==> src/rtl/fbp_pkg.sv <==
// ----------------------------------------------------------------------------
// fbp_pkg
// shared types and constants of the fixed block pool with its free ring
// ----------------------------------------------------------------------------
package fbp_pkg;

    localparam int DATA_W    = 32;  // addresses and dividends
    localparam int AUX_W     = 17;  // stride or pool size, the divisor side
    localparam int SIZE_W    = 16;
    localparam int PCNT_W    = 11;
    localparam int STATUS_W  = 3;
    localparam int KIND_W    = 2;
    localparam int BIDX_W    = 10;
    localparam int LEFT_W    = 11;
    localparam int CFG_IDX_W = 2;
    localparam int STEP_W    = 5;

    localparam int MUL_STEPS = AUX_W;   // one multiplier bit a cycle
    localparam int DIV_STEPS = DATA_W;  // one quotient bit a cycle

    localparam int BASE_RST       = 0;
    localparam int ITEM_SIZE_RST  = 64;
    localparam int POOL_COUNT_RST = 1024;
    localparam int STRIDE_EXTRA   = 4;

    // operation kinds
    localparam logic [KIND_W-1:0] KIND_ALLOC  = 2'd0;
    localparam logic [KIND_W-1:0] KIND_FREE   = 2'd1;
    localparam logic [KIND_W-1:0] KIND_REFILL = 2'd2;

    // result status codes
    localparam logic [STATUS_W-1:0] ST_ALLOC   = 3'd0;
    localparam logic [STATUS_W-1:0] ST_EMPTY   = 3'd1;
    localparam logic [STATUS_W-1:0] ST_FREED   = 3'd2;
    localparam logic [STATUS_W-1:0] ST_FOREIGN = 3'd3;
    localparam logic [STATUS_W-1:0] ST_REFILL  = 3'd4;

    // register indexes
    localparam logic [CFG_IDX_W-1:0] CFG_BASE  = 2'd0;
    localparam logic [CFG_IDX_W-1:0] CFG_SIZE  = 2'd1;
    localparam logic [CFG_IDX_W-1:0] CFG_COUNT = 2'd2;

    // shared arithmetic unit operations
    typedef logic [2:0] t_aop;
    localparam t_aop AOP_HOLD  = 3'd0;
    localparam t_aop AOP_LOAD  = 3'd1;  // acc <= a, quo <= b, aux <= d
    localparam t_aop AOP_DIFF  = 3'd2;  // quo <= a - b, acc <= 0, aux <= d
    localparam t_aop AOP_SUM   = 3'd3;  // quo <= a + b, acc <= 0, aux <= d
    localparam t_aop AOP_MSTEP = 3'd4;  // shift-add multiply step
    localparam t_aop AOP_DSTEP = 3'd5;  // restoring divide step

    typedef struct packed {
        t_aop              op;
        logic [DATA_W-1:0] a;
        logic [DATA_W-1:0] b;
        logic [AUX_W-1:0]  d;
    } t_arith_cmd;

    typedef struct packed {
        logic [DATA_W-1:0] acc;  // product, or remainder in the low bits
        logic [DATA_W-1:0] quo;  // quotient
    } t_arith_res;

endpackage

==> src/rtl/fbp_arith.sv <==
// ----------------------------------------------------------------------------
// fbp_arith
// shared add/subtract unit with shift-add multiply and restoring divide steps
// ----------------------------------------------------------------------------
module fbp_arith (
    input  logic                i_clk,
    input  fbp_pkg::t_arith_cmd i_cmd,
    output fbp_pkg::t_arith_res o_res
);

    logic [fbp_pkg::DATA_W-1:0] r_acc, n_acc;
    logic [fbp_pkg::DATA_W-1:0] r_quo, n_quo;
    logic [fbp_pkg::AUX_W-1:0]  r_aux, n_aux;
    logic [fbp_pkg::DATA_W:0]   w_x, w_y, w_sum;
    logic                       w_sub;

    // the one adder
    always_comb begin
        w_x   = '0;
        w_y   = '0;
        w_sub = 1'b0;
        unique case (i_cmd.op)
            fbp_pkg::AOP_DIFF: begin
                w_x   = {1'b0, i_cmd.a};
                w_y   = {1'b0, i_cmd.b};
                w_sub = 1'b1;
            end
            fbp_pkg::AOP_SUM: begin
                w_x = {1'b0, i_cmd.a};
                w_y = {1'b0, i_cmd.b};
            end
            fbp_pkg::AOP_MSTEP: begin
                w_x = {1'b0, r_acc};
                w_y = {1'b0, r_quo};
            end
            fbp_pkg::AOP_DSTEP: begin
                // partial remainder shifted, next dividend bit in
                w_x   = {15'b0, r_acc[fbp_pkg::AUX_W-1:0], r_quo[fbp_pkg::DATA_W-1]};
                w_y   = {16'b0, r_aux};
                w_sub = 1'b1;
            end
            default: ;
        endcase
        w_sum = w_x + (w_y ^ {(fbp_pkg::DATA_W+1){w_sub}}) + {32'b0, w_sub};
    end

    always_comb begin
        n_acc = r_acc;
        n_quo = r_quo;
        n_aux = r_aux;
        unique case (i_cmd.op)
            fbp_pkg::AOP_LOAD: begin
                n_acc = i_cmd.a;
                n_quo = i_cmd.b;
                n_aux = i_cmd.d;
            end
            fbp_pkg::AOP_DIFF, fbp_pkg::AOP_SUM: begin
                n_acc = '0;
                n_quo = w_sum[fbp_pkg::DATA_W-1:0];
                n_aux = i_cmd.d;
            end
            fbp_pkg::AOP_MSTEP: begin
                if (r_aux[0]) begin
                    n_acc = w_sum[fbp_pkg::DATA_W-1:0];
                end
                n_quo = {r_quo[fbp_pkg::DATA_W-2:0], 1'b0};
                n_aux = r_aux >> 1;
            end
            fbp_pkg::AOP_DSTEP: begin
                // sign bit of the trial difference decides the quotient bit
                if (!w_sum[fbp_pkg::DATA_W]) begin
                    n_acc = {15'b0, w_sum[fbp_pkg::AUX_W-1:0]};
                    n_quo = {r_quo[fbp_pkg::DATA_W-2:0], 1'b1};
                end else begin
                    n_acc = {15'b0, r_acc[fbp_pkg::AUX_W-2:0], r_quo[fbp_pkg::DATA_W-1]};
                    n_quo = {r_quo[fbp_pkg::DATA_W-2:0], 1'b0};
                end
            end
            default: ;
        endcase
    end

    always_ff @(posedge i_clk) begin
        r_acc <= n_acc;
        r_quo <= n_quo;
        r_aux <= n_aux;
    end

    assign o_res.acc = r_acc;
    assign o_res.quo = r_quo;

endmodule

==> config.mk <==
export PLATFORM = sky130hd
export DESIGN_NAME = fbp_arith
export DESIGN_NICKNAME = d
export VERILOG_FILES = /design/src/rtl/fbp_pkg.sv /design/src/rtl/fbp_arith.sv
export SDC_FILE = /design/constraint.sdc
export NUM_CORES = 1
export LEC_CHECK = 0
export BUFFER_PORTS_ARGS = -buffer_cell sky130_fd_sc_hd__buf_2
export CAP_MARGIN = 20
export CELL_PAD_IN_SITES_DETAIL_PLACEMENT = 1
export CELL_PAD_IN_SITES_GLOBAL_PLACEMENT = 1
export CORE_ASPECT_RATIO = 2
export CORE_MARGIN = 10
export CORE_UTILIZATION = 35
export CTS_BUF_LIST = sky130_fd_sc_hd__clkbuf_8
export DETAILED_ROUTE_END_ITERATION = 8
export GPL_TIMING_DRIVEN = 0
export PLACE_DENSITY_LB_ADDON = 0.1
export SYNTH_ARGS = -nofsm -noshare
export SYNTH_HDL_FRONTEND = slang
export SYNTH_SLANG_ARGS = --single-unit
==> constraint.sdc <==
create_clock -name i_clk -period 5.6 [get_ports i_clk]
set_input_delay 1.12 -clock i_clk [delete_from_list [all_inputs] [get_ports i_clk]]
set_output_delay 1.12 -clock i_clk [all_outputs]
set_load 0.02 [all_outputs]
* Yosys cells after proc, flatten, opt, wreduce, memory -nomap -nowiden
Cells that the tools add are included.
** Word-level totals
- Memories kept :: 0
- Bits in latches :: 0
- Output and inout port bits :: 64
- Flip-flop bits (word level) :: 81
- Word-level logic and storage cells :: 27
- ROM bits :: 0
- Bits in writable memories :: 0
- Input port bits :: 85
** Cells by class
- Mux-type cells :: 9
- Bitwise logic cells :: 1
- Eq/ne operators :: 6
- Multiply operators :: 0
- Magnitude comparators :: 0
- Div/mod/pow operators :: 0
- Shift operators :: 0
- Reduce and logical (&&, ||, !) cells :: 6
- Add/sub/neg operators :: 2
** Operators by type and width (number)
- $pmux 32 s4 :: 2
- $pmux 32 s3 :: 2
- $pmux 17 s2 :: 1
- $add 33x1->33 :: 1
- $add 33x33->33 :: 1
- $xor 33x33->33 :: 1
- $mux 32 :: 1
- $mux 17 :: 1
- $eq 3x2->1 const B :: 2
- $eq 3x3->1 const B :: 2
- $reduce_bool 4->1 :: 1
- $reduce_or 2->1 :: 2
- $eq 3x1->1 const B :: 1
- $reduce_or 3->1 :: 1
- $mux 1 :: 2
- $ne 2x2->1 const B :: 1
- $reduce_and 2->1 :: 1
- $reduce_bool 2->1 :: 1

* Depth between registers and ports, before layout
Gate-level depths: netlist of the first run.
- Depth after elaboration :: 8
- Gate-level depth with buffers :: 19
- Mapped depth without buffers :: 15

* Least setup slack after synthesis of the first run
OpenSTA, ideal clock, no wires.
- Path kind :: input to register
- From :: input port i_cmd[81] in the netlist's numbering
- To :: register r_acc[4] in the netlist's numbering (data pin)
- Path buffers :: 6
- Required time :: 5.330 ns
- Arrival time :: 4.573 ns
- Path slack :: 0.757 ns
- Stages on the path :: 16
- Library setup time :: 0.270 ns
- Cell sequence :: buf_2 -> buf_1 -> buf_1 -> clkbuf_1 -> a21oi_1 -> ha_1 -> buf_2 -> a21o_1 -> o21bai_1 -> a31oi_1 -> o311ai_1 -> a211oi_2 -> nand2_4 -> buf_4 -> o31ai_1 -> a22oi_1
** On the way
- Longest elaborated chain between the ends :: 8
- Elaborated cells on any way between the ends :: 16
- Classes of those cells :: 2 x add/sub; 5 x eq/ne; 6 x mux; 1 x bitwise; 2 x reduce/logical
** Ends and longest elaborated chain
- start: declaration :: RTL line fbp_arith.sv:7 : input fbp_pkg::t_arith_cmd i_cmd,
- $eq 3x2->1 / $eq 3x3->1 (equally long branches) :: RTL line fbp_arith.sv:22, fbp_arith.sv:51
- $reduce_or 2->1 (no line)
- $pmux 32 s3 / $mux 1 (equally long branches) :: RTL line fbp_arith.sv:22 : unique case (i_cmd.op)
- $xor 33x33->33 :: RTL line fbp_arith.sv:44 : w_sum = w_x + (w_y ^ {(fbp_pkg::DATA_W+1){w_sub}}) + {32'b0, w_sub};
- $add 33x33->33 :: RTL line fbp_arith.sv:44
- $add 33x1->33 :: RTL line fbp_arith.sv:44
- $mux 17 / $mux 32 (equally long branches) :: RTL line fbp_arith.sv:71, fbp_arith.sv:63
- $pmux 32 s4 (*) :: RTL line fbp_arith.sv:51 : unique case (i_cmd.op)
- named net n_acc (one bit) :: RTL line fbp_arith.sv:11 : logic [fbp_pkg::DATA_W-1:0] r_acc, n_acc;
- end signal: assignment :: RTL line fbp_arith.sv:84 : r_acc <= n_acc;
- end: declaration :: RTL line fbp_arith.sv:11
Mark *: on every way through the listed nets, which the timed path passes. The rest lies on a longest branch. The select of a mux whose other input is x is not followed.
A chain may end at the register's enable or synchronous reset.

* Final worst setup path of the first run
- From :: input port i_cmd[83] in the netlist's numbering
- To :: register r_acc[29] in the netlist's numbering (data pin)
** On the way
- Longest elaborated chain between the ends :: 8
- Elaborated cells on any way between the ends :: 15
- Classes of those cells :: 2 x add/sub; 5 x eq/ne; 5 x mux; 1 x bitwise; 2 x reduce/logical
** Ends and longest elaborated chain
- $eq 3x2->1 / $eq 3x3->1 (equally long branches) :: RTL line fbp_arith.sv:22, fbp_arith.sv:51
- $reduce_or 2->1 (no line)
- $pmux 32 s3 / $mux 1 (equally long branches) :: RTL line fbp_arith.sv:22
- $xor 33x33->33 :: RTL line fbp_arith.sv:44
- $add 33x33->33 :: RTL line fbp_arith.sv:44
- $add 33x1->33 :: RTL line fbp_arith.sv:44
- $mux 32 :: RTL line fbp_arith.sv:63 : if (r_aux[0]) begin
- $pmux 32 s4 (*) :: RTL line fbp_arith.sv:51
- named net n_acc (one bit) :: RTL line fbp_arith.sv:11
Marks and branches as above.

==> flow_summary_export.csv, run 1 <==
group,metric,value,unit
synth,syn_avg_cell_area,8.24,sq um
detailed_routing,wirelength,36500,microns
critical_path,cp.arrival,5620,ps
finish,layout-drive-gt1-share,22.2,%
floorplan,die_w,122,microns
clock_network,cts.reportedPaths.clkPinSlew,110,ps
sta,period_share,97.6,%
floorplan,core_area,0.0205,sq mm
detailed_routing,via_count,7976,
detailed_routing,drc,0,
sta,worstMarginPinSlew,986,ps
synth,synth_area,0.00731,sq mm
sta,period_needed,5470,ps
finish,diodes,0,
pwr,p_sw,957,uW
job,cap_violations,0,
synth,async_flop_share,0,%
global_route,met1_usage,25.6,%
synth,synth.top_cell.area_share,33.3,%
clock_network,cts_buffer_depth,2,
placed_design,place_worst_setup_slack,-1100,ps
floorplan,dieArea,0.0274,sq mm
sta,layout_setup_ws,133,ps
critical_path,regToRegSetupSlack,1500,ps
min_path,hp-class,"reg2reg",
critical_path,start_kind,"primary input",
global_route,antenna_found_initial,0,
finish,final_util,42.5,%
clock_network,clkLatencyLatePin,420,ps
placed_design,hpwl,28900,microns
placed_design,placed_cell_area,0.00845,sq mm
synth,synth_edf_count,81,
finish,layout.cells.non_filler,1319,
clock_network,htreeDepth,3,
floorplan,start_util,35.7,%
detailed_routing,viasPerCell,6.05,
pwr,clock_power_share,22.7,%
global_route,grt_pass1_wl,53700,microns
global_route,top_usage_layer,"met2",
pwr,seqPwrFrac,37.1,%
critical_path,required,5750,ps
clock_network,cts_tree,"done",
synth,synth_area_leader_cell,"edfxtp_1",
finish,stdcell_area,0.00871,sq mm
pwr,power.density,258,mW/mm^2
sta,hold_violations,0,
placed_design,port_buffers,146,
sta,finClkSkew,21.4,ps
synth,ys_seq_area_share,33.3,%
sta,final.hold.worst_slack,605,ps
critical_path,crit_type,"in2reg",
clock_network,cts_hold_buf,0,
critical_path,reg2reg_to,"r_acc[6]",
sta,relSlewSlack,34.0,%
sta,max_freq,183,MHz
min_path,hold_path_end,"r_aux[9]",
global_route,grt-ovfl-total,0,
critical_path,worstSetupEndpointType,"register",
global_route,met3_usage,4.69,%
sta,setup_viol,0,
synth,yosysWarningCount,0,
detailed_routing,antenna_left,0,
synth,synthTopCellsByCount,"nand2_1, a21oi_1, o21ai_0",
sta,rsz0062_at_grt,"false",
synth,synth-seq-cells,81,
clock_network,cts_root_buf,"clkbuf_8",
sta,maxSlewViolCount,0,
placed_design,dp_cells,1302,
critical_path,worstPathMaxFanout,10,
pwr,comb_power_share,40.3,%
pwr,intPower,1.29,mW
placed_design,finalWeightedCongestion,0.951,
global_route,grt_max_degree,23,
global_route,grt_pass1_vias,8736,
synth,yosysMostFrequentCell,"nand2_1",
clock_network,cts.sinks,81,
floorplan,pin_count,149,
pwr,switching_share,42.6,%
outcome,status,"finished clean",
finish,nets,1165,
critical_path,reg2reg_depth,13,
floorplan,placementRows,74,
pwr,power_leakage,3.62,nW
synth,synth.distinct_cells,63,
global_route,grt_use_met2,47.5,%
detailed_routing,drtPass1Iterations,5,
synth,syn_nets,1004,
detailed_routing,wl_per_cell,27.6,microns
synth,synth-main-ff-cell,"edfxtp_1",
finish,area_delta_synth_final,19.0,%
critical_path,timing.rr.start,"r_quo[0]",
min_path,worst_hold_startpoint,"r_aux[10]",
global_route,grt_use_total,26.1,%
synth,syn-instance-count,887,
min_path,hold_depth,1,
detailed_routing,drtIter0Drc,472,
synth,synth_area_leaders,"edfxtp_1, nand2_1, a21oi_1",
floorplan,die_y,224,microns
pwr,power,2.25,mW
clock_network,numCtsBuffers,9,
pwr,ir_worst_vdd,0.151,mV
sta,setup_tns,0,ps
how the worst max path moves through the flow:
stage          startpoint         to  slack [ps]  depth (start not counted)
3_5_place_dp    i_cmd[83]   r_acc[6]       -1100                         18
4_1_cts         i_cmd[82]  r_quo[29]          40                         17
5_1_grt         i_cmd[81]  r_acc[29]          20                         15
3_3_place_gp    i_cmd[83]   r_acc[7]       -1330                          6
6_report        i_cmd[83]  r_acc[29]         130                         15
2_1_floorplan   i_cmd[81]   r_acc[4]         760                         16
layout by cell type, fill, tap and decap left out, drive strengths merged, types with 3 or more instances in the layout:
master,count
or2,4
nor3,9
o211ai,9
clkbuf,55
nor2b,7
o21ai,92
a211oi,8
o221ai,17
nand2,144
a31oi,11
edfxtp,81
ha,31
o21a,4
nand4,6
xnor2,17
a21oi,90
nand2b,8
buf,169
nor2,72
a21boi,15
a21o,9
a22oi,6
xor2,16
nand3,7
a22o,25
a31o,3
mux2i,33
inv,18
o22ai,23
and2,7
o21bai,5
o31ai,3
mux2,21
kinds of logic after synthesis:
logic type / count (synthesis) / share of synthesized area (%)
buf+inv: 81 / 4.29
mux: 54 / 7.75
flops: 81 / 33.3
compound gates: 335 / 29.2
xor+xnor: 33 / 3.95
fa+ha+maj: 32 / 5.58
simple gates: 271 / 16.0
layout make-up:
type | count | area, sq um
clock buffer | 9 | 124
clock inverter | 7 | 86.3
tap | 266 | 333
inverter | 15 | 56.3
buffer | 65 | 282
timing repair buffer | 151 | 805
sequential | 81 | 2430
fill | 2580 | 11800
multi-input combinational | 725 | 4590
critical path: stages:
cell      delay [ps]
buf_2            110
buf_2            180
nand2b_1         260
clkbuf_1         670
o21ai_0          240
ha_1             380
a21oi_1          450
o21ai_1          360
nor3_1           290
nand2_1          120
a31oi_1          400
o21ai_0          350
a41o_1           370
xnor2_1          200
o21ai_0          110
registers in the layout, summed over array words and instances, names as in the netlist:
signal,cells
r_acc,32
r_quo,32
r_aux,17
power groups by stage:
stage	clock, mW	combinational, mW	sequential [mW]
after CTS	0.517	0.900	0.832
after global routing	0.533	0.975	0.842
after global placement	0	0.875	0.847
final	0.510	0.904	0.832
after floorplan	0	0.479	0.901
after detailed placement	0	0.893	0.845
metal layers:
| layer | vias to the layer above | wire [microns] |
|---|---|---|
| met5 | - | 0 |
| met4 | 0 | 2770 |
| met2 | 338 | 18900 |
| met3 | 117 | 2230 |
| met1 | 3897 | 12500 |
| li1 | 3624 | - |
timing repair:
action | CTS | global route
gates resized for setup | 11 | 17
pin swaps | 1 | 0
endpoints found under the setup margin | 25 | 16
buffers inserted | 2 | 0
(Power assumes the default switching activity.)
==> inputs of run 2 (changes only) <==
--- a/config.mk
+++ b/config.mk
@@ -5,7 +5,8 @@
 export SDC_FILE = /design/constraint.sdc
 export NUM_CORES = 1
 export LEC_CHECK = 0
-export BUFFER_PORTS_ARGS = -buffer_cell sky130_fd_sc_hd__buf_2
+export ABC_AREA = 1
+export BUFFER_PORTS_ARGS = -buffer_cell sky130_fd_sc_hd__buf_4
 export CAP_MARGIN = 20
 export CELL_PAD_IN_SITES_DETAIL_PLACEMENT = 1
 export CELL_PAD_IN_SITES_GLOBAL_PLACEMENT = 1
@@ -14,7 +15,6 @@
 export CORE_UTILIZATION = 35
 export CTS_BUF_LIST = sky130_fd_sc_hd__clkbuf_8
 export DETAILED_ROUTE_END_ITERATION = 8
-export GPL_TIMING_DRIVEN = 0
 export PLACE_DENSITY_LB_ADDON = 0.1
 export SYNTH_ARGS = -nofsm -noshare
 export SYNTH_HDL_FRONTEND = slang
==> run 2 against run 1 <==
  * Clock skew down 1.2 ps
  * Clock power down 1%
  * Register-to-register slack better by 630 ps
  * Wire length down 9.5%
  * Synthesized cell count up 6.7%
  * Critical path depth up 7
  * Count of clock-buffer cells in the layout unchanged
  * Sequential power about the same
  * Utilization up 2.0 points
  * Global-route usage down 1.4 points
==> flow_summary_export.csv, run 2 <==
group,metric,value,unit
outcome,status,"finished clean",
detailed_routing,m1WireLength,10600,microns
finish,n_fill_cell,2514,
clock_network,cts.sinks,81,
finish,final_cell_mix,"nand2_1, buf_4, inv_1, edfxtp_1, o21ai_0",
critical_path,worstSetupEndpointType,"register",
critical_path,worstPathMaxFanout,13,
pwr,power.density,275,mW/mm^2
synth,synthTopCellsByCount,"nand2_1, inv_1, edfxtp_1",
finish,area_delta_synth_final,24.9,%
finish,final_util,44.5,%
pwr,power,2.39,mW
clock_network,cts_root_buf,"clkbuf_8",
floorplan,dieArea,0.0262,sq mm
placed_design,finalWeightedCongestion,0.979,
synth,synth-seq-cells,81,
floorplan,die_w,120,microns
min_path,hold_depth,2,
global_route,grt_pass1_vias,8550,
pwr,power_leakage,4.00,nW
floorplan,pin_count,149,
critical_path,regToRegSetupSlack,2130,ps
sta,period_share,85.2,%
synth,synth_area_leader_cell,"edfxtp_1",
synth,synth_edf_count,81,
detailed_routing,wirelength,33000,microns
pwr,ir_worst_vdd,0.168,mV
detailed_routing,antenna_left,0,
detailed_routing,dr_wl_met3,1100,microns
clock_network,htreeDepth,3,
synth,yosysMostFrequentCell,"nand2_1",
sta,finClkSkew,20.2,ps
synth,syn_avg_cell_area,7.33,sq um
critical_path,cp.arrival,4950,ps
floorplan,core_area,0.0195,sq mm
critical_path,reg2reg_to,"r_quo[26]",
job,cap_violations,0,
sta,max_freq,209,MHz
synth,syn-instance-count,946,
sta,setup_tns,0,ps
global_route,grt-ovfl-total,0,
global_route,grt_use_total,24.8,%
detailed_routing,via_count,7564,
min_path,hold_path_end,"r_aux[1]",
clock_network,cts.reportedPaths.clkPinSlew,120,ps
clock_network,clkLatencyLatePin,400,ps
detailed_routing,drtIter0Drc,375,
global_route,grt_max_degree,69,
detailed_routing,drc,0,
finish,diodes,0,
floorplan,start_util,35.7,%
finish,layout-drive-gt1-share,20.3,%
min_path,worst_hold_startpoint,"r_aux[2]",
global_route,antenna_found_initial,0,
synth,synth-main-ff-cell,"edfxtp_1",
detailed_routing,dr_wl_met2,18500,microns
sta,rsz0062_at_grt,"false",
sta,worstMarginPinSlew,897,ps
sta,setup_viol,0,
placed_design,placed_cell_area,0.00846,sq mm
clock_network,cts_buffer_depth,2,
critical_path,required,5780,ps
clock_network,post_cts_buffers,0,
finish,multiInputGateArea,0.00400,sq mm
sta,relSlewSlack,40.0,%
clock_network,cts_hold_buf,0,
synth,synth_area,0.00694,sq mm
floorplan,placementRows,72,
floorplan,die_y,219,microns
sta,hold_violations,0,
finish,stdcell_area,0.00866,sq mm
clock_network,post_cts_resized,0,
clock_network,cts_tree,"done",
synth,ys_seq_area_share,35.1,%
finish,nets,1212,
critical_path,reg2reg_depth,21,
synth,yosysWarningCount,0,
finish,seq_area,0.00243,sq mm
synth,synth_area_leaders,"edfxtp_1, nand2_1, xor2_1",
finish,reg.largest.list,"r_acc: 32 flops, r_quo: 32 flops, r_aux: 17 flops",
critical_path,crit_type,"in2reg",
detailed_routing,drtPass1Iterations,5,
detailed_routing,viasPerCell,5.57,
sta,maxSlewViolCount,0,
critical_path,start_kind,"primary input",
clock_network,numCtsBuffers,9,
synth,synth.distinct_cells,45,
synth,synth.top_cell.area_share,35.1,%
critical_path,timing.rr.start,"r_quo[31]",
placed_design,hpwl,26300,microns
detailed_routing,wl_per_cell,24.3,microns
synth,syn_nets,1063,
sta,period_needed,4770,ps
synth,async_flop_share,0,%
min_path,hp-class,"reg2reg",
placed_design,port_buffers,148,
global_route,grt_pass1_wl,49100,microns
detailed_routing,highest_layer,"met4",
finish,mostFrequentLayoutCell,"nand2_1",
-- run 2: changes by cell type after synthesis, sizes merged, moves of 18 or more --
cell    previous run  this run
a21oi             90        48
clkbuf            43        23
inv               15        93
mux2              21         0
mux2i             33         0
nand2            144       314
nand3              7        61
nor2              72        54
o21ai             92        70
xor2              16        45
-- run 2: cell type report --
type	count	area share, %
clock buffer	9	1.43
clock inverter	7	0.968
timing repair buffer	175	15.5
multi-input combinational	732	46.2
sequential	81	28.1
inverter	96	4.16
tap	259	3.74
-- run 2: metal layers --
layer / vias up / track usage, %
li1: 3525 / -
met1: 3693 / 22.1
met2: 239 / 47.7
met3: 107 / 3.37
met4: 0 / 20.5
met5: - / 0
-- run 2: worst max path at each step --
stage              start        end  slack, ps  cells after the start
6_report       i_cmd[83]  r_quo[26]        830                     22
5_1_grt        i_cmd[83]  r_quo[26]        390                     22
4_1_cts        i_cmd[83]   r_acc[4]        890                     19
3_5_place_dp   i_cmd[83]  r_quo[26]        480                     22
3_3_place_gp   i_cmd[83]  r_quo[26]        600                     22
2_1_floorplan  i_cmd[81]   r_acc[1]       1560                     19
-- run 2: power by group --
group          leakage, nW  switching, mW  internal, mW  total, mW
Sequential           0.799         0.0637         0.768      0.831
Combinational         3.10          0.699         0.352       1.05
Clock                0.103          0.288         0.215      0.504
Total                 4.00           1.05          1.34       2.39
-- run 2: cell families (layout without fill, tap and decap cells) --
group	count (synthesis)	after routing	share of synthesized area [%]
AOI/OAI and AO/OA	199	199	18.0
xor gates and xnor gates	52	52	6.56
adders and majority gates	32	32	5.88
buffers and inverters	133	287	7.47
DFF	81	81	35.1
and+or+nand+nor	449	449	27.1
-- run 2: critical path, stage by stage --
cell and delay [ps]:
buf_4 200, inv_1 90, nor2_1 690, buf_4 290, nand2_1 80, o21ai_0 170
a21oi_1 100, xor2_1 170, ha_1 360, nand2_1 130, nor2_1 150, nand2_1 60
o21ai_0 460, nand2_1 200, o21ai_2 240, nand2_1 100, nand2_1 70, nand2_1 40
nand2_1 70, nand2_1 50, nand2_1 60, inv_1 40
-- run 2: metrics by stage --
stage,hold WS [ps],setup WS [ps],instances
final,574,827,1359
after global routing,615,389,1359
after CTS,581,893,1359
after detailed placement,550,477,1343
after global placement,545,595,1343
after floorplan,513,1560,946
==> inputs of run 3 (changes only) <==
==> constraint.sdc (replaced) <==
create_clock -name i_clk -period 5.6 [get_ports i_clk]
set_input_delay 0.56 -clock i_clk [delete_from_list [all_inputs] [get_ports i_clk]]
set_output_delay 0.56 -clock i_clk [all_outputs]
set_load 0.02 [all_outputs]
==> run 3 against run 2 <==
  * Global-route usage fell by 0.70 points
  * Sequential power about the same
  * First-iteration DRC count fell by 13%
  * Utilization down 0.38 points
  * Via count shrank 2.6%
  * Highest routed layer unchanged
==> flow_summary_export.csv, run 3 (synthesis gave the netlist of run 2 again) <==
group,metric,value,unit
detailed_routing,drtPass1Iterations,5,
placed_design,dp_cells,1333,
finish,layout-drive-gt1-share,19.5,%
sta,setup_tns,0,ps
critical_path,required,5760,ps
critical_path,regToRegSetupSlack,2060,ps
clock_network,post_cts_buffers,0,
global_route,grt-ovfl-total,0,
detailed_routing,drtIter0Drc,325,
placed_design,port_buffers,148,
detailed_routing,wirelength,32600,microns
sta,finClkSkew,13.9,ps
global_route,grt_pass1_wl,47500,microns
finish,stdcell_area,0.00859,sq mm
placed_design,hpwl,26200,microns
floorplan,placementRows,72,
finish,layout.cells.non_filler,1349,
pwr,power_leakage,3.95,nW
detailed_routing,wl_per_cell,24.1,microns
critical_path,slowest_stage,"ha_1",
clock_network,htreeDepth,3,
floorplan,start_util,35.7,%
global_route,grt_max_degree,69,
critical_path,max_stage_delay,340,ps
clock_network,cts_tree,"done",
global_route,antenna_found_initial,0,
pwr,ir_worst_vdd,0.142,mV
critical_path,crit_top_cell,"nand2_1",
clock_network,numCtsBuffers,9,
floorplan,dieArea,0.0262,sq mm
sta,maxSlewViolCount,0,
critical_path,reg2reg_depth,17,
detailed_routing,viasPerCell,5.46,
critical_path,crit_type,"in2reg",
critical_path,reg2reg_to,"r_acc[2]",
pwr,power,2.37,mW
sta,relSlewSlack,45.0,%
sta,rsz0062_at_grt,"false",
critical_path,path_cells,"buf_4, nand3_1, buf_4, clkinv_1, buf_4, nand2_1, o211ai_1, xor2_1, ha_1, a21oi_1, nand2_1, a21oi_2, o21ai_2, nand2_1, nand2_1, nand3_2, nand2_2, nand2_1, nand2_1, o21ai_0, nand3_1",
finish,mostFrequentLayoutCell,"nand2_1",
job,cap_violations,0,
placed_design,finalWeightedCongestion,0.963,
critical_path,startpoint,"i_cmd[83]",
global_route,grt_use_total,24.1,%
sta,period_share,73.0,%
sta,worstMarginPinSlew,824,ps
pwr,power.density,276,mW/mm^2
detailed_routing,drc,0,
detailed_routing,via_count,7371,
floorplan,die_y,219,microns
min_path,hp-class,"in2reg",
clock_network,cts_hold_buf,0,
floorplan,die_w,120,microns
placed_design,placed_cell_area,0.00838,sq mm
finish,reg.largest.list,"r_acc: 32 flops, r_quo: 32 flops, r_aux: 17 flops",
finish,final_cell_mix,"nand2_1, buf_4, inv_1, edfxtp_1, o21ai_0",
clock_network,post_cts_resized,0,
sta,max_freq,245,MHz
critical_path,cp.arrival,4250,ps
clock_network,cts.sinks,81,
critical_path,start_kind,"primary input",
clock_network,cts_buffer_depth,2,
global_route,grt_pass1_vias,8168,
critical_path,worstPathMaxFanout,21,
clock_network,clkLatencyLatePin,410,ps
critical_path,cp-endpoint,"r_acc[2]",
floorplan,pin_count,149,
finish,area_delta_synth_final,23.8,%
clock_network,cts.reportedPaths.clkPinSlew,110,ps
sta,final.hold.worst_slack,427,ps
critical_path,worstSetupEndpointType,"register",
critical_path,timing.rr.start,"r_quo[0]",
clock_network,cts_root_buf,"clkbuf_8",
sta,hold_violations,0,
sta,period_needed,4090,ps
finish,nets,1202,
detailed_routing,antenna_left,0,
sta,setup_viol,0,
finish,diodes,0,
outcome,status,"finished clean",
floorplan,core_area,0.0195,sq mm
## run 3: cell count changes in the layout (fill, tap and decap cells not counted), sizes merged
cell and delta:
buf -10, clkinv -1, clkinvlp +1
## run 3: final cells by class
cell class	instances	area, sq um
Timing Repair Buffer	165	1260
Inverter	96	360
Clock buffer	9	124
Multi-Input combinational cell	732	4000
Fill cell	2510	10900
Clock inverter	7	85.1
Sequential cell	81	2430
Tap cell	259	324
## run 3: critical path: cells and delay by family
family / cells / cell delay [ps]
AOI/OAI and AO/OA: 5 / 920
buffers and inverters: 4 / 860
xor gates and xnor gates: 1 / 240
adders and majority gates: 1 / 340
and+or+nand+nor: 10 / 1300
## run 3: routing by layer
layer	wire [microns]	GRT usage, %
met2	19300	49.7
met4	1830	14.2
met1	10400	20.6
met3	1050	3.63
met5	0	0
## run 3: where the power goes
part	internal [mW]	total [mW]	switching, mW
registers	0.768	0.832	0.0638
logic	0.341	1.03	0.691
clock network	0.216	0.505	0.289
## run 3: worst min path at each step
stage	startpoint	endpoint	slack, ps	cells past startpoint
floorplan	r_aux[11]	r_aux[10]	510	2
global placement	r_aux[2]	r_aux[1]	550	2
detailed placement	r_aux[2]	r_aux[1]	540	2
CTS	i_cmd[3]	r_aux[3]	420	3
global route	i_cmd[8]	r_aux[8]	420	3
finish	i_cmd[3]	r_aux[3]	430	3
## run 3: per-stage QoR
stage / setup slack, ps / util [%]
6_report: 1510 / 44.1
5_1_grt: 1120 / 44.1
4_1_cts: 1530 / 44.1
3_5_place_dp: 1100 / 43.1
3_3_place_gp: 1240 / 43.1
2_1_floorplan: 2120 / -
